## src/hdl/sod_pkg.sv

```systemverilog
// Shared types, constants and register codes for the sprite outline dilation block.
package sod_pkg;

  // Line memory depth, maximum height and the counter widths that follow from them.
  localparam int MAX_WIDTH  = 1024;
  localparam int MAX_HEIGHT = 4096;
  localparam int LINE_AW    = $clog2(MAX_WIDTH);
  localparam int COL_W      = LINE_AW;
  localparam int ROW_W      = $clog2(MAX_HEIGHT);
  localparam int PEND_W     = LINE_AW + 1;

  // Configuration register widths and port format.
  localparam int WIDTH_REG_W  = 11;
  localparam int HEIGHT_REG_W = 13;
  localparam int CFG_DATA_W   = 13;
  localparam int CFG_INDEX_W  = 1;
  localparam int WSPAN_W      = (WIDTH_REG_W > LINE_AW + 1) ? WIDTH_REG_W : LINE_AW + 1;

  localparam logic [CFG_INDEX_W-1:0] CFG_IMAGE_WIDTH  = 1'b0;
  localparam logic [CFG_INDEX_W-1:0] CFG_IMAGE_HEIGHT = 1'b1;

  localparam logic [WIDTH_REG_W-1:0]  WIDTH_RESET  = 11'd16;
  localparam logic [HEIGHT_REG_W-1:0] HEIGHT_RESET = 13'd16;

  // Output queue between the window stage and the master side.
  localparam int OUTQ_DEPTH = 4;
  localparam int OUTQ_AW    = $clog2(OUTQ_DEPTH);

  // Window bit index is column * 3 + row; column 0 is the newest, row 0 the top.
  localparam logic [8:0] WIN_ALL       = 9'h1FF;
  localparam logic [8:0] WIN_CENTER    = 9'h010;
  localparam logic [8:0] WIN_TOP_ROW   = 9'h049;
  localparam logic [8:0] WIN_BOT_ROW   = 9'h124;
  localparam logic [8:0] WIN_RIGHT_COL = 9'h007;
  localparam logic [8:0] WIN_LEFT_COL  = 9'h1C0;

  typedef struct packed {
    logic [7:0] alpha;
    logic [7:0] blue;
    logic [7:0] green;
    logic [7:0] red;
  } pixel_t;

  localparam pixel_t WHITE_PIXEL = '{alpha: 8'hFF, blue: 8'hFF, green: 8'hFF, red: 8'hFF};
  localparam pixel_t BLACK_PIXEL = '{alpha: 8'hFF, blue: 8'h00, green: 8'h00, red: 8'h00};

  // Position flags of a slot, worked out when the pixel enters.
  typedef struct packed {
    logic valid;
    logic first_row;
    logic last_row;
    logic first_col;
    logic last_col;
  } tag_t;

  // One entry of the pixel line memory.
  typedef struct packed {
    tag_t   tag;
    pixel_t pix;
  } line_entry_t;

  // Slot handed from the front end to the window stage along with the memory reads.
  typedef struct packed {
    logic               valid;
    logic [LINE_AW-1:0] addr;
    logic               op;
    logic               rd_ok;
    logic               fwd;
    logic               fwd_op;
  } slot_t;

  typedef struct packed {
    logic   frame_end;
    pixel_t pix;
  } result_t;

endpackage

```

## src/hdl/sod_window.sv

```systemverilog
// Window stage: 3x3 opacity window, center pixel register and outline decision.
module sod_window (
  input  logic                       clk,
  input  logic                       clear,
  input  sod_pkg::slot_t             slot,
  input  sod_pkg::line_entry_t       pix_rd,
  input  logic                       op_rd,
  output logic                       op_we,
  output logic [sod_pkg::LINE_AW-1:0] op_waddr,
  output logic                       op_wdata,
  output logic                       prev_valid,
  output logic                       push,
  output sod_pkg::result_t           push_data
);

  logic [8:0]      window;
  logic [8:0]      window_next;
  sod_pkg::tag_t   center_tag;
  sod_pkg::pixel_t center_pix;
  sod_pkg::tag_t   old_tag;
  logic            old_op;
  logic            top_op;
  logic [8:0]      mask;

  // Data leaving the line memory; entries not yet written this run carry no tag.
  always_comb begin
    old_tag = slot.rd_ok ? pix_rd.tag : '0;
    old_op  = (pix_rd.pix.alpha != 8'h00);
    top_op  = slot.fwd ? slot.fwd_op : op_rd;
    window_next = {window[5:0], slot.op, old_op, top_op};
  end

  // The opacity line takes the opacity of the pixel leaving the pixel line.
  assign op_we    = slot.valid;
  assign op_waddr = slot.addr;
  assign op_wdata = old_op;

  // Tag of the slot before the one now entering; it decides whether that slot emits.
  assign prev_valid = slot.valid ? old_tag.valid : center_tag.valid;

  // Neighbors outside the image are dropped from the window.
  always_comb begin
    mask = sod_pkg::WIN_ALL & ~sod_pkg::WIN_CENTER;
    if (center_tag.first_row) begin
      mask = mask & ~sod_pkg::WIN_TOP_ROW;
    end
    if (center_tag.last_row) begin
      mask = mask & ~sod_pkg::WIN_BOT_ROW;
    end
    if (center_tag.last_col) begin
      mask = mask & ~sod_pkg::WIN_RIGHT_COL;
    end
    if (center_tag.first_col) begin
      mask = mask & ~sod_pkg::WIN_LEFT_COL;
    end
  end

  // Ink turns white, transparent pixels next to ink turn black.
  always_comb begin
    push = slot.valid && center_tag.valid;
    push_data.frame_end = center_tag.last_row && center_tag.last_col;
    if (center_pix.alpha != 8'h00) begin
      push_data.pix = sod_pkg::WHITE_PIXEL;
    end else if ((window_next & mask) != 9'h000) begin
      push_data.pix = sod_pkg::BLACK_PIXEL;
    end else begin
      push_data.pix = center_pix;
    end
  end

  // Window and center advance once per slot.
  always_ff @(posedge clk) begin
    if (clear) begin
      window     <= '0;
      center_tag <= '0;
    end else if (slot.valid) begin
      window     <= window_next;
      center_tag <= old_tag;
    end
  end

  always_ff @(posedge clk) begin
    if (slot.valid) begin
      center_pix <= pix_rd.pix;
    end
  end

endmodule

```

## config.mk

```make
export PLATFORM = sky130hd
export DESIGN_NAME = sod_window
export DESIGN_NICKNAME = d
export VERILOG_FILES = /design/src/hdl/sod_pkg.sv /design/src/hdl/sod_window.sv
export SDC_FILE = /design/constraint.sdc
export NUM_CORES = 1
export LEC_CHECK = 0
export BUFFER_PORTS_ARGS = -buffer_cell sky130_fd_sc_hd__buf_2
export CORE_ASPECT_RATIO = 1.75
export CORE_MARGIN = 10
export CORE_UTILIZATION = 38
export CTS_CLUSTER_SIZE = 20
export DETAILED_ROUTE_END_ITERATION = 10
export GPL_TIMING_DRIVEN = 0
export PLACE_DENSITY = 0.8
export SETUP_SLACK_MARGIN = 0.5
export SLEW_MARGIN = 30
export SYNTH_ARGS = -nofsm -noshare
export SYNTH_HDL_FRONTEND = slang
export SYNTH_SLANG_ARGS = --single-unit
```

## constraint.sdc

```tcl
create_clock -name clk -period 3.1 [get_ports clk]
set_input_delay 0.93 -clock clk [delete_from_list [all_inputs] [get_ports clk]]
set_output_delay 0.93 -clock clk [all_outputs]
set_load 0.02 [all_outputs]
```

==> metrics.cfg <==
[synthesis]
avgSynthCellArea_um2 = 11.4
ys_seq_elements = 43
netlist_area_mm2 = 0.00199
syn_inst = 174
yosysWarnings = 0
synth_fp_nets = 229
ys_seq_area_share_pct = 59.3
synth_cell_types = 25

[placed_design]
io_buffers = 91
hpwl_mm = 4.78
gp_congestion = 0.774

[cells_and_area]
fin_nets = 347
utilization_pct = 74.0
diodes = 0
area_growth_syn_to_layout_pct = 86.4
drive_gt1_share_pct = 63.1

[clock_network]
clk_latency_ns = 0.29
tritoncts = built
clockRootBuffer = clkbuf_8
htree_levels = 2
clk_pin_slew_ns = 0.08
clock_path_buffers = 2
postCtsHoldBufs = 0
cts_sinks = 43
cts_buffers = 5

[routing]
drc = 0
wl_per_cell_um = 19.6
via_per_inst = 5.31
finalWirelength_mm = 6.80
drtIter0Drc = 149
dr.pass1.iters = 4
num_vias = 1842
drtAntennaViolNets = 0

[worst_setup_path]
cpMostUsedCell = buf_8
crit_buf_inv = 3
worstPathCellList = buf_8 -> nor4_4 -> and2_4 -> a21oi_4 -> buf_8 -> or4_4 -> buf_6
worstPathMaxFanout = 8
crit_slowest_cell = or4_4
crit_arrival_ns = 2.32
cp_top_family = simple AND/OR/NAND/NOR gates
crit_path_end_kind = output port
cp-start-kind = primary input
crit_required_ns = 2.17
crit_type = in2out
crit_path_max_incr_delay_ns = 0.42

[global_routing]
grt-ovfl-total = 0
antenna_found_initial = 0
grt_pass1_wl_mm = 9.87
grtUsageTotal_pct = 15.1
grt_pass1_vias = 1953
grt_start_max_net_pins = 35

[run_status]
violations = setup timing
status = complete, but fails checks

[sta]
fmax_mhz = 308
slew_headroom_pct = 55.7
setup_viol = 32
fin_hold_ws_ns = 0.485
rsz0062_at_grt = yes
min_period_ns = 3.25
worst_pin_slew_ns = 0.665
hold_viol = 0
drv_slew = 0
fin_skew_ns = 0.000602
fin_ws_ns = -0.150
period_share_pct = 105

[die]
core_mm2 = 0.00502
dieArea_mm2 = 0.00865
rows = 34
ios = 102
fp.dieH_um = 116
die_x_um = 74.7
start_util_pct = 39.7

[power]
p_per_area_mw_per_mm2 = 368
leakage_nw = 1.41
max-vdd-ir-drop_uv = 239

[run]
drv_cap = 0

[hold_path]
hold_path_class = reg2reg

path summary, 6_finish.rpt:
check | start | endpoint | slack (ns) | depth (start not counted)
max | pix_rd[29] | push_data[30] | -0.15 | 7
min | center_tag[2]$_SDFFE_PP0P_ | center_tag[2]$_SDFFE_PP0P_ | 0.49 | 2
max reg2reg | center_tag[0]$_SDFFE_PP0P_ | center_tag[0]$_SDFFE_PP0P_ | 2.34 | 2
min reg2reg | center_tag[2]$_SDFFE_PP0P_ | center_tag[2]$_SDFFE_PP0P_ | 0.49 | 2
logic make-up (layout without fill, tap and decap cells):
group           count (synthesis)  after routing  synth area share, %
compound gates                 35             35                 13.9
buf+inv                        31            150                 8.04
flops                          43             43                 59.3
mux                             5              5                 2.51
simple gates                   60             60                 16.2
cell type report:
cell class              count  area [µm²]
fillers                   356        1310
multi-input cells         100        1190
flip-flops and latches     43        1180
repair buffers            111         856
plain buffers              26         292
clock buffers               7        96.3
well taps                  54        67.6
inverters                   5        18.8
clock inverters             1        6.26
metal layers:
metal	global-route usage [%]	part of all wire [%]	vias up
met5	0	0	-
met3	4.37	6.7	12
li1	-	-	890
met4	6.73	2.5	0
met1	14.6	35	875
met2	28.0	56	65
Yosys cell counts:
cell	instances	share of area, %
a211oi_1	2	0.75
inv_1	5	0.94
nor2_1	6	1.1
nand2b_4	1	0.69
nand2b_1	5	1.6
a21oi_2	1	0.44
or4_1	8	3.0
nor2_4	1	0.57
buf_2	2	0.50
nor2b_1	1	0.31
and2_1	2	0.63
edfxtp_1	32	48
or4_4	2	1.1
buf_4	11	4.1
clkbuf_1	13	2.4
nand2_1	26	4.9
o32ai_1	1	0.44
nand3_1	5	1.3
o21ai_0	1	0.25
dfxtp_1	11	11
o41ai_1	24	11
and2_2	1	0.38
nor4_1	2	0.63
mux2i_1	5	2.5
a21oi_1	6	1.5
repair_timing:
item | CTS | global route
buffers inserted | 6 | 11
endpoints found under the setup margin | 36 | 35
endpoints found under the hold margin | 0 | 0
pin swaps | 5 | 2
gates resized for setup | 80 | 9
cloned | 2 | 1
worst register-to-register path, stage by stage, from the launching register on:
cell      delay (ns)
dfxtp_1         0.49
nand2b_1        0.09
a21oi_1         0.11
through the flow:
stage	setup WS, ns	cells	instance area, µm²	TNS [ns]	total power, mW
3_5_place_dp	-0.408	319	3040	-8.17	0.921
2_1_floorplan	0.126	174	2510	0	0.845
6_report	-0.150	347	3710	-3.45	1.36
4_1_cts	-0.170	335	3540	-3.04	1.36
5_1_grt	-0.199	347	3710	-5.31	1.43
3_3_place_gp	-0.384	319	3030	-8.01	0.910
placed cells by master (no fill, tap or decap), types with 2 or more instances in the layout:
cell	Yosys	final
dfxtp_1	11	11
buf_6	0	17
a21oi_1	6	5
edfxtp_1	32	32
mux2i_1	5	4
nand2b_1	5	5
a211oi_1	2	2
and2_4	0	2
o41ai_4	0	24
clkbuf_1	13	3
clkbuf_16	0	6
buf_8	0	2
or4_4	2	9
inv_1	5	5
nand3_1	5	5
clkbuf_8	0	10
nor2_1	6	6
buf_2	2	52
clkbuf_4	0	3
buf_4	11	47
nand2_1	26	26
buf_12	0	3
registers in the layout, indices dropped and copies added, names as in the netlist:
name	cells
center_pix	32
window	6
center_tag	5
report_power, final:
group	internal [mW]	leakage (nW)	total (mW)	switching, mW
logic	0.122	0.955	0.294	0.172
registers	0.662	0.403	0.677	0.0152
clock network	0.203	0.0548	0.394	0.191
No activity file was read; power rests on OpenSTA's default activity.
