--- src/hdl/sod_pkg.sv ---
// Shared types, constants and register codes for the sprite outline dilation block.
package sod_pkg;

  // Line memory depth, maximum height and the counter widths that follow from them.
  localparam int MAX_WIDTH  = 1024;
  localparam int MAX_HEIGHT = 4096;
  localparam int LINE_AW    = $clog2(MAX_WIDTH);
  localparam int COL_W      = LINE_AW;
  localparam int ROW_W      = $clog2(MAX_HEIGHT);
  localparam int PEND_W     = LINE_AW + 1;

  // Configuration register widths and port format.
  localparam int WIDTH_REG_W  = 11;
  localparam int HEIGHT_REG_W = 13;
  localparam int CFG_DATA_W   = 13;
  localparam int CFG_INDEX_W  = 1;
  localparam int WSPAN_W      = (WIDTH_REG_W > LINE_AW + 1) ? WIDTH_REG_W : LINE_AW + 1;

  localparam logic [CFG_INDEX_W-1:0] CFG_IMAGE_WIDTH  = 1'b0;
  localparam logic [CFG_INDEX_W-1:0] CFG_IMAGE_HEIGHT = 1'b1;

  localparam logic [WIDTH_REG_W-1:0]  WIDTH_RESET  = 11'd16;
  localparam logic [HEIGHT_REG_W-1:0] HEIGHT_RESET = 13'd16;

  // Output queue between the window stage and the master side.
  localparam int OUTQ_DEPTH = 4;
  localparam int OUTQ_AW    = $clog2(OUTQ_DEPTH);

  // Window bit index is column * 3 + row; column 0 is the newest, row 0 the top.
  localparam logic [8:0] WIN_ALL       = 9'h1FF;
  localparam logic [8:0] WIN_CENTER    = 9'h010;
  localparam logic [8:0] WIN_TOP_ROW   = 9'h049;
  localparam logic [8:0] WIN_BOT_ROW   = 9'h124;
  localparam logic [8:0] WIN_RIGHT_COL = 9'h007;
  localparam logic [8:0] WIN_LEFT_COL  = 9'h1C0;

  typedef struct packed {
    logic [7:0] alpha;
    logic [7:0] blue;
    logic [7:0] green;
    logic [7:0] red;
  } pixel_t;

  localparam pixel_t WHITE_PIXEL = '{alpha: 8'hFF, blue: 8'hFF, green: 8'hFF, red: 8'hFF};
  localparam pixel_t BLACK_PIXEL = '{alpha: 8'hFF, blue: 8'h00, green: 8'h00, red: 8'h00};

  // Position flags of a slot, worked out when the pixel enters.
  typedef struct packed {
    logic valid;
    logic first_row;
    logic last_row;
    logic first_col;
    logic last_col;
  } tag_t;

  // One entry of the pixel line memory.
  typedef struct packed {
    tag_t   tag;
    pixel_t pix;
  } line_entry_t;

  // Slot handed from the front end to the window stage along with the memory reads.
  typedef struct packed {
    logic               valid;
    logic [LINE_AW-1:0] addr;
    logic               op;
    logic               rd_ok;
    logic               fwd;
    logic               fwd_op;
  } slot_t;

  typedef struct packed {
    logic   frame_end;
    pixel_t pix;
  } result_t;

endpackage

--- src/hdl/sod_outq.sv ---
// Small output queue that decouples the window stage from the master side.
module sod_outq (
  input  logic                        clk,
  input  logic                        rst,
  input  logic                        push,
  input  sod_pkg::result_t            push_data,
  input  logic                        pop_ready,
  output logic                        out_valid,
  output sod_pkg::result_t            out_data,
  output logic [sod_pkg::OUTQ_AW:0]   count
);

  sod_pkg::result_t               mem [sod_pkg::OUTQ_DEPTH];
  logic [sod_pkg::OUTQ_AW-1:0]    wr_ptr;
  logic [sod_pkg::OUTQ_AW-1:0]    rd_ptr;
  logic [sod_pkg::OUTQ_AW:0]      count_next;
  logic                           pop;

  assign out_valid = (count != '0);
  assign out_data  = mem[rd_ptr];
  assign pop       = out_valid && pop_ready;

  always_comb begin
    count_next = count;
    if (push && !pop) begin
      count_next = count + (sod_pkg::OUTQ_AW + 1)'(1);
    end else if (pop && !push) begin
      count_next = count - (sod_pkg::OUTQ_AW + 1)'(1);
    end
  end

  // Pointers and fill level.
  always_ff @(posedge clk) begin
    if (rst) begin
      wr_ptr <= '0;
      rd_ptr <= '0;
      count  <= '0;
    end else begin
      if (push) begin
        wr_ptr <= wr_ptr + sod_pkg::OUTQ_AW'(1);
      end
      if (pop) begin
        rd_ptr <= rd_ptr + sod_pkg::OUTQ_AW'(1);
      end
      count <= count_next;
    end
  end

  // Queue storage.
  always_ff @(posedge clk) begin
    if (push) begin
      mem[wr_ptr] <= push_data;
    end
  end

endmodule

--- config.mk ---
export PLATFORM = sky130hd
export DESIGN_NAME = sod_outq
export DESIGN_NICKNAME = d
export VERILOG_FILES = /design/src/hdl/sod_pkg.sv /design/src/hdl/sod_outq.sv
export SDC_FILE = /design/constraint.sdc
export NUM_CORES = 1
export LEC_CHECK = 0
export ABC_AREA = 1
export BUFFER_PORTS_ARGS = -buffer_cell sky130_fd_sc_hd__buf_2
export CAP_MARGIN = 20
export CORE_MARGIN = 5
export CORE_UTILIZATION = 61
export CTS_CLUSTER_DIAMETER = 100
export DETAILED_ROUTE_END_ITERATION = 10
export HOLD_SLACK_MARGIN = 0.03
export PLACE_DENSITY_LB_ADDON = 0.15
export SKIP_LAST_GASP = 1
export SYNTH_ARGS = -nofsm -noshare
export SYNTH_HDL_FRONTEND = slang
export SYNTH_SLANG_ARGS = --single-unit
--- constraint.sdc ---
create_clock -name clk -period 3.9 [get_ports clk]
set_clock_uncertainty 0.2 [all_clocks]
set_input_delay 0.195 -clock clk [delete_from_list [all_inputs] [get_ports clk]]
set_output_delay 0.195 -clock clk [all_outputs]
set_load 0.05 [all_outputs]
==> results.json, run 1 <==
{
  "status": "complete, no violations",
  "via_per_inst": 5.51,
  "min_path_cells": 2,
  "slew_headroom_pct": 29.0,
  "syn_inst": 382,
  "drive_gt1_share_pct": 22.2,
  "area_growth_pct": 23.8,
  "final_nets": 540,
  "fill_cells": 553,
  "io_buffers": 73,
  "maxSlewViolCount": 0,
  "cts_setup_buffers": 0,
  "syn_avg_cell_area_um2": 14.1,
  "rsz0062_at_grt": "false",
  "top_layer": "met4",
  "setup_viol": 0,
  "grt_max_degree": 67,
  "period_share_pct": 70.5,
  "required_ns": 3.50,
  "numClockSinks": 141,
  "hold_class": "in2reg",
  "cts_hold_buf": 37,
  "route.met2.wl_um": 5690,
  "worst_slew_pin_slew_ns": 1.06,
  "fp.dieH_um": 104,
  "yosys_warnings": 0,
  "h-tree-depth": 4,
  "fin_area_mm2": 0.00666,
  "cp-start-kind": "flop",
  "routabilityCongestion": 0.753,
  "total_power_uw": 4310,
  "synth_area_mm2": 0.00538,
  "rows": 34,
  "antenna_found_initial": 0,
  "dr.pass1.iters": 4,
  "core_area_mm2": 0.00868,
  "clockBufferDepth": 2,
  "grt_pass1_vias": 3540,
  "reg2reg_to": "mem[0][26]",
  "syn-num-nets": 425,
  "min_from": "push_data[28]",
  "die_area_mm2": 0.0108,
  "hpwl_um": 6020,
  "clockRootBuffer": "clkbuf_8",
  "holdPathEnd": "mem[0][28]",
  "min_period_ns": 2.75,
  "drc": 0,
  "wl_per_cell_um": 17.5,
  "hold_viol_final": 0,
  "synth_area_leaders": "edfxtp_1 (74%), nor2_1 (5.1%), o21ai_0 (4.8%)",
  "synth.largest_area_cell": "edfxtp_1",
  "layout_common_cells": "edfxtp_1 (132), nor2_1 (73), buf_2 (73)",
  "yosysSeqAreaShare_pct": 77.0,
  "crit_slowest_cell": "inv_2",
  "ys_seq_elements": 141,
  "crit_chain": "inv_2 > o21ai_0 > o22ai_1 > buf_2",
  "wl_met3_um": 631,
  "dpl_cell_area_mm2": 0.00576,
  "powerDensity_mw_per_mm2": 647,
  "end_kind": "output port",
  "dp_slack_ns": 1.73,
  "cp_max_fo": 66,
  "yosysUniqueCellTypes": 19,
  "routed_wl_um": 10800,
  "cts_tree": "built",
  "reg2reg_from": "wr_ptr[0]",
  "cts_buffers": 17,
  "num_vias": 3408,
  "final.setup.tns_ns": 0,
  "cpPeakStageDelay_ns": 0.74,
  "wl_met1_um": 4380,
  "final_common_cell": "edfxtp_1",
  "clk_latency_ns": 0.52,
  "cap_violations": 0,
  "cts_resized": 0,
  "grt-ovfl-total": 0,
  "clk_pin_slew_ns": 0.06,
  "crit_type": "reg2out",
  "fmax_mhz": 364,
  "antenna_cells": 0,
  "r2r_setup_slack_ns": 1.76,
  "track_usage_pct": 21.0,
  "synth_top_cell_area_share_pct": 73.7,
  "leakage_uw": 0.00246,
  "io-pin-count": 74,
  "drt_iter0_drc": 157,
  "cp.arrival_ns": 2.35,
  "ant_nets": 0,
  "layout_setup_ws_ns": 1.15,
  "grt_pass1_wl_um": 17800,
  "start_util_pct": 62.0,
  "r2r_cells": 5,
  "peakVddDrop_v": 0.000426,
  "die_w_um": 104
}
-- sequential cells by signal (all words and copies together) (netlist names), named ones only --
signal / cells
count: 3
rd_ptr: 2
wr_ptr: 2
mem: 132
-- cell families (layout without fill, tap and decap cells) --
kind of cell             after synthesis  in the layout  share of synthesized area (%)
flip-flops                           141            141                           77.0
AO/OA/AOI/OAI                        108            108                           10.8
AND/OR/NAND/NOR                       90             90                           6.37
buffers and inverters                 37            165                           4.26
adder cells (fa/ha/maj)                6              6                           1.53
-- cell usage after synthesis, drive strengths merged --
cell type / n
a21oi: 5
buf: 17
clkbuf: 3
dfxtp: 9
edfxtp: 132
fa: 1
ha: 5
inv: 17
nand2: 14
nand3: 2
nand4: 1
nor2: 73
o21ai: 70
o22ai: 33
-- layout make-up --
cell class / count / area [µm²] / area share [%]
clock buffers: 17 / 414 / 6.22
clock inverters: 15 / 115 / 1.73
inverters: 17 / 63.8 / 0.958
multi-input cells: 204 / 1010 / 15.1
flip-flops and latches: 141 / 4150 / 62.2
well taps: 108 / 135 / 2.03
repair buffers: 116 / 781 / 11.7
-- metrics by stage --
stage,hold slack [ns],std cells,util (%)
floorplan,0.0939,382,-
finish,0.217,618,76.8
global route,0.214,618,76.8
detailed placement,0.213,549,66.4
global placement,0.211,549,66.4
CTS,0.207,618,76.8
-- where the power goes --
group          switching (µW)  internal, µW  leakage [µW]
combinational             860           258      0.000933
clock                     630           786      0.000241
sequential               36.1          1740       0.00129
total                    1530          2780       0.00246
-- critical path: cells and delay by family, from the launching register on --
kind / cells / cell delay, ns
buffers and inverters: 2 / 1.04
AOI/OAI and AO/OA: 2 / 0.44
DFF: 1 / 0.32
-- layer usage --
metal	GRT usage (%)	up-vias
met5	0	-
met1	25.8	1659
met3	6.15	10
met4	7.12	0
li1	-	1639
met2	35.7	100
-- worst max path at each step --
stage,start,to,slack (ns)
global route,flop,out_data[32],0.99
floorplan,count[0],count[1],1.39
detailed placement,flop,out_data[1],1.73
CTS,flop,out_data[3],1.15
finish,flop,out_data[3],1.15
global placement,flop,out_data[26],1.79
(Power assumes the default switching activity.)
==> run 2: changes to the inputs <==
--- a/config.mk
+++ b/config.mk
@@ -9,7 +9,7 @@
 export BUFFER_PORTS_ARGS = -buffer_cell sky130_fd_sc_hd__buf_2
 export CAP_MARGIN = 20
 export CORE_MARGIN = 5
-export CORE_UTILIZATION = 61
+export CORE_UTILIZATION = 57
 export CTS_CLUSTER_DIAMETER = 100
 export DETAILED_ROUTE_END_ITERATION = 10
 export HOLD_SLACK_MARGIN = 0.03
==> constraint.sdc (replaced) <==
create_clock -name clk -period 2.9 [get_ports clk]
set_clock_uncertainty 0.2 [all_clocks]
set_input_delay 0.145 -clock clk [delete_from_list [all_inputs] [get_ports clk]]
set_output_delay 0.145 -clock clk [all_outputs]
set_load 0.05 [all_outputs]
==> run 2 against run 1 <==
Total power increased by 40%; highest routed layer unchanged; largest power group unchanged; hold slack got worse by 0.012 ns; clock power increased by 50%; critical path type unchanged.
==> results.json, run 2 (synthesis gave the netlist of run 1 again) <==
{
  "status": "complete, no violations",
  "layout_common_cells": "edfxtp_1 (132), nor2_1 (73), buf_2 (73)",
  "drt_iter0_drc": 216,
  "end_kind": "output port",
  "drc": 0,
  "via_per_inst": 5.32,
  "worst_slew_pin_slew_ns": 0.862,
  "final_common_cell": "edfxtp_1",
  "cap_violations": 0,
  "final.setup.tns_ns": 0,
  "fp.dieH_um": 107,
  "io_buffers": 73,
  "min_period_ns": 2.49,
  "cts_buffers": 17,
  "io-pin-count": 74,
  "grt-ovfl-total": 0,
  "antenna_cells": 0,
  "cts_setup_buffers": 0,
  "routed_wl_um": 11200,
  "timing.hold.ws_ns": 0.205,
  "fmax_mhz": 401,
  "dr.pass1.iters": 4,
  "largest_reg_flops": 132,
  "top_register": "mem",
  "drive_gt1_share_pct": 22.4,
  "numClockSinks": 141,
  "setup_viol": 0,
  "core_area_mm2": 0.00924,
  "grt_pass1_wl_um": 17900,
  "period_share_pct": 86.0,
  "cp_max_fo": 66,
  "track_usage_pct": 20.5,
  "clk_pin_slew_ns": 0.06,
  "layout_setup_ws_ns": 0.406,
  "rows": 35,
  "crit_type": "reg2out",
  "hold_class": "in2reg",
  "die_area_mm2": 0.0115,
  "powerDensity_mw_per_mm2": 891,
  "start_util_pct": 58.2,
  "final_nets": 544,
  "leakage_uw": 0.00250,
  "post-route-util_pct": 73.4,
  "clockBufferDepth": 2,
  "die_w_um": 107,
  "cts_resized": 0,
  "clockRootBuffer": "clkbuf_8",
  "rsz0062_at_grt": "false",
  "routabilityCongestion": 0.739,
  "cts_tree": "built",
  "maxSlewViolCount": 0,
  "required_ns": 2.56,
  "h-tree-depth": 4,
  "slew_headroom_pct": 42.2,
  "grt_pass1_vias": 3528,
  "dp_slack_ns": 0.603,
  "cp.arrival_ns": 2.15,
  "area_growth_pct": 26.1,
  "reg_top3": "mem x132, count x3",
  "clk_latency_ns": 0.50,
  "hold_viol_final": 0,
  "hpwl_um": 6180,
  "grt_max_degree": 67,
  "num_vias": 3422,
  "cp-start-kind": "flop",
  "ant_nets": 0,
  "antenna_found_initial": 0,
  "wl_per_cell_um": 17.4,
  "peakVddDrop_v": 0.000571
}
run 2: cell count changes in the layout (fill, tap and decap cells not counted), sizes merged:
cell,delta
inv,-5
clkbuf,+1
bufinv,+3
clkinv,+5
buf,+4
clkinvlp,-4
run 2: repair_timing:
| action | 4_1_cts | 5_1_grt |
|---|---|---|
| endpoints found under the setup margin | 0 | 0 |
| endpoints found under the hold margin | 141 | 0 |
| hold buffers | 37 | 0 |
run 2: routing by layer:
| layer | part of all wire [%] | GRT usage [%] |
|---|---|---|
| met4 | 1.3 | 6.67 |
| met2 | 52 | 34.3 |
| met5 | 0 | 0 |
| met3 | 4.9 | 5.48 |
| met1 | 42 | 26.1 |
run 2: per-stage QoR:
stage / cell area, µm² / instances / total power (µW)
global placement: 5830 / 574 / 3890
floorplan: 5380 / 382 / 3610
detailed placement: 5830 / 574 / 3910
global route: 6790 / 643 / 6300
finish: 6790 / 643 / 6040
CTS: 6790 / 643 / 6070
run 2: critical path: stages (launching register included):
cell	delay [ns]
dfxtp_2	0.33
buf_4	0.52
o21ai_0	0.24
o22ai_1	0.25
buf_2	0.31
run 2: cell type report:
type                            count  area [µm²]
Fill cell                         597        2450
Inverter                           17        63.8
Sequential cell                   141        4150
Multi-Input combinational cell    204        1010
Clock inverter                     14         166
Tap cell                          129         161
Timing Repair Buffer              120         823
Clock buffer                       18         418
run 2: path summary, 6_finish.rpt:
| check | start | depth (start not counted) | slack [ns] | to |
|---|---|---|---|---|
| worst max-delay path | flop | 4 | 0.41 | out_data[22] |
| worst min-delay path | push_data[29] | 2 | 0.21 | mem[2][29] |
| worst max register to register | wr_ptr[1] | 5 | 0.58 | mem[1][13] |
| worst min register to register | rd_ptr[0] | 2 | 0.28 | flop |
run 2: report_power, final:
group | total (µW) | internal, µW | switching, µW
Sequential | 2380 | 2340 | 41.1
Combinational | 1540 | 362 | 1170
Clock | 2130 | 1310 | 815
Total | 6040 | 4010 | 2030
==> run 3: changes to the inputs <==
--- a/config.mk
+++ b/config.mk
@@ -6,12 +6,12 @@
 export NUM_CORES = 1
 export LEC_CHECK = 0
 export ABC_AREA = 1
-export BUFFER_PORTS_ARGS = -buffer_cell sky130_fd_sc_hd__buf_2
 export CAP_MARGIN = 20
 export CORE_MARGIN = 5
-export CORE_UTILIZATION = 57
+export CORE_UTILIZATION = 62
 export CTS_CLUSTER_DIAMETER = 100
 export DETAILED_ROUTE_END_ITERATION = 10
+export DONT_BUFFER_PORTS = 1
 export HOLD_SLACK_MARGIN = 0.03
 export PLACE_DENSITY_LB_ADDON = 0.15
 export SKIP_LAST_GASP = 1
==> run 3 against run 2 <==
Via count decreased by 5.7%; register-to-register slack gained 0.30 ns; count of clock-buffer cells in the layout did not move; sequential power hardly changed; setup slack got worse by 0.10 ns; critical path depth increased by 1; first-iteration DRC count decreased by 32%; cell area decreased by 1.1%.
==> results.json, run 3 (synthesis gave the netlist of run 1 again) <==
{
  "start_util_pct": 62.6,
  "top_register": "mem",
  "h-tree-depth": 4,
  "slew_headroom_pct": 60.1,
  "io_buffers": 0,
  "routabilityCongestion": 0.748,
  "drc": 0,
  "largest_reg_flops": 132,
  "cts_buffers": 17,
  "maxSlewViolCount": 0,
  "via_per_inst": 5.48,
  "final_common_cell": "edfxtp_1",
  "cp-start-kind": "flop",
  "crit_type": "reg2out",
  "drt_iter0_drc": 147,
  "antenna_found_initial": 0,
  "cap_violations": 0,
  "powerDensity_mw_per_mm2": 922,
  "wl_per_cell_um": 17.6,
  "ant_nets": 0,
  "dp_cells": 519,
  "setup_viol": 0,
  "core_area_mm2": 0.00859,
  "routed_wl_um": 10400,
  "area_growth_pct": 24.7,
  "fp.dieH_um": 103,
  "grt_pass1_wl_um": 16000,
  "clockRootBuffer": "clkbuf_8",
  "end_kind": "output port",
  "dp_slack_ns": 0.814,
  "layout_setup_ws_ns": 0.306,
  "cts_setup_buffers": 0,
  "dr.pass1.iters": 4,
  "reg_top3": "mem x132, count x3",
  "required_ns": 2.56,
  "antenna_cells": 0,
  "worst_slew_pin_slew_ns": 0.597,
  "cp_max_fo": 31,
  "leakage_uw": 0.00243,
  "hold_viol_final": 0,
  "peakVddDrop_v": 0.000670,
  "final.setup.tns_ns": 0,
  "grt_max_degree": 34,
  "cts_tree": "built",
  "rows": 34,
  "layout_common_cells": "edfxtp_1 (132), nor2_1 (73), o21ai_0 (52)",
  "io-pin-count": 74,
  "grt_pass1_vias": 3189,
  "fmax_mhz": 385,
  "drive_gt1_share_pct": 16.8,
  "hold_class": "in2reg",
  "period_share_pct": 89.5,
  "cp.arrival_ns": 2.25,
  "rsz0062_at_grt": "false",
  "post-route-util_pct": 78.1,
  "die_area_mm2": 0.0106,
  "layoutNonFillerInstCount": 589,
  "grt-ovfl-total": 0,
  "hpwl_um": 5930,
  "clockBufferDepth": 2,
  "clk_pin_slew_ns": 0.06,
  "clk_latency_ns": 0.51,
  "status": "complete, no violations",
  "die_w_um": 103,
  "numClockSinks": 141,
  "num_vias": 3228,
  "track_usage_pct": 20.7,
  "final_nets": 511,
  "fill_cells": 491,
  "min_period_ns": 2.59
}
[run 3: area by class of cell]
type | count | area, µm² | share of cell area [%]
timing repair buffer | 87 | 748 | 11.2
sequential | 141 | 4150 | 61.8
multi-input combinational | 204 | 1010 | 15.0
tap | 108 | 135 | 2.01
clock buffer | 18 | 418 | 6.23
inverter | 17 | 63.8 | 0.951
clock inverter | 14 | 193 | 2.87
[run 3: per-layer routing]
layer	vias to the layer above	GRT usage (%)	share of wire, %
met5	-	0	0
met4	0	7.87	1.4
met3	11	5.01	6.2
met2	92	34.9	51
met1	1539	26.2	41
li1	1586	-	-
[run 3: path summary, 6_finish.rpt]
check	endpoint	depth (start not counted)	slack, ns	start
setup / recovery	out_data[13]	5	0.31	flop
hold / removal	mem[0][27]	1	0.13	push_data[27]
setup reg to reg	count[1]	9	0.88	count[0]
hold reg to reg	flop	2	0.32	rd_ptr[1]
[run 3: stage by stage]
step           power [µW]  hold WS (ns)  instance area, µm²
2_1_floorplan        3610        0.0439                5380
3_3_place_gp         3960        0.0440                5720
3_5_place_dp         3980        0.0440                5720
4_1_cts              6240         0.110                6710
5_1_grt              6450         0.125                6710
6_report             6190         0.129                6710
[run 3: what timing repair did]
action / 4_1_cts / 5_1_grt
resized for setup: 0 / 0
endpoints found under the hold margin: 215 / 0
hold buffers: 38 / 0
[run 3: critical path: stages (launching register included)]
cell and delay [ns]:
dfxtp_2 0.53, buf_4 0.28, buf_4 0.33, o21ai_0 0.17, o22ai_1 0.19, buf_4 0.22
[run 3: report_power, final]
| group | switching, µW | internal (µW) |
|---|---|---|
| clock network | 795 | 1400 |
| logic | 1160 | 455 |
| registers | 45.8 | 2340 |
| total | 2000 | 4190 |
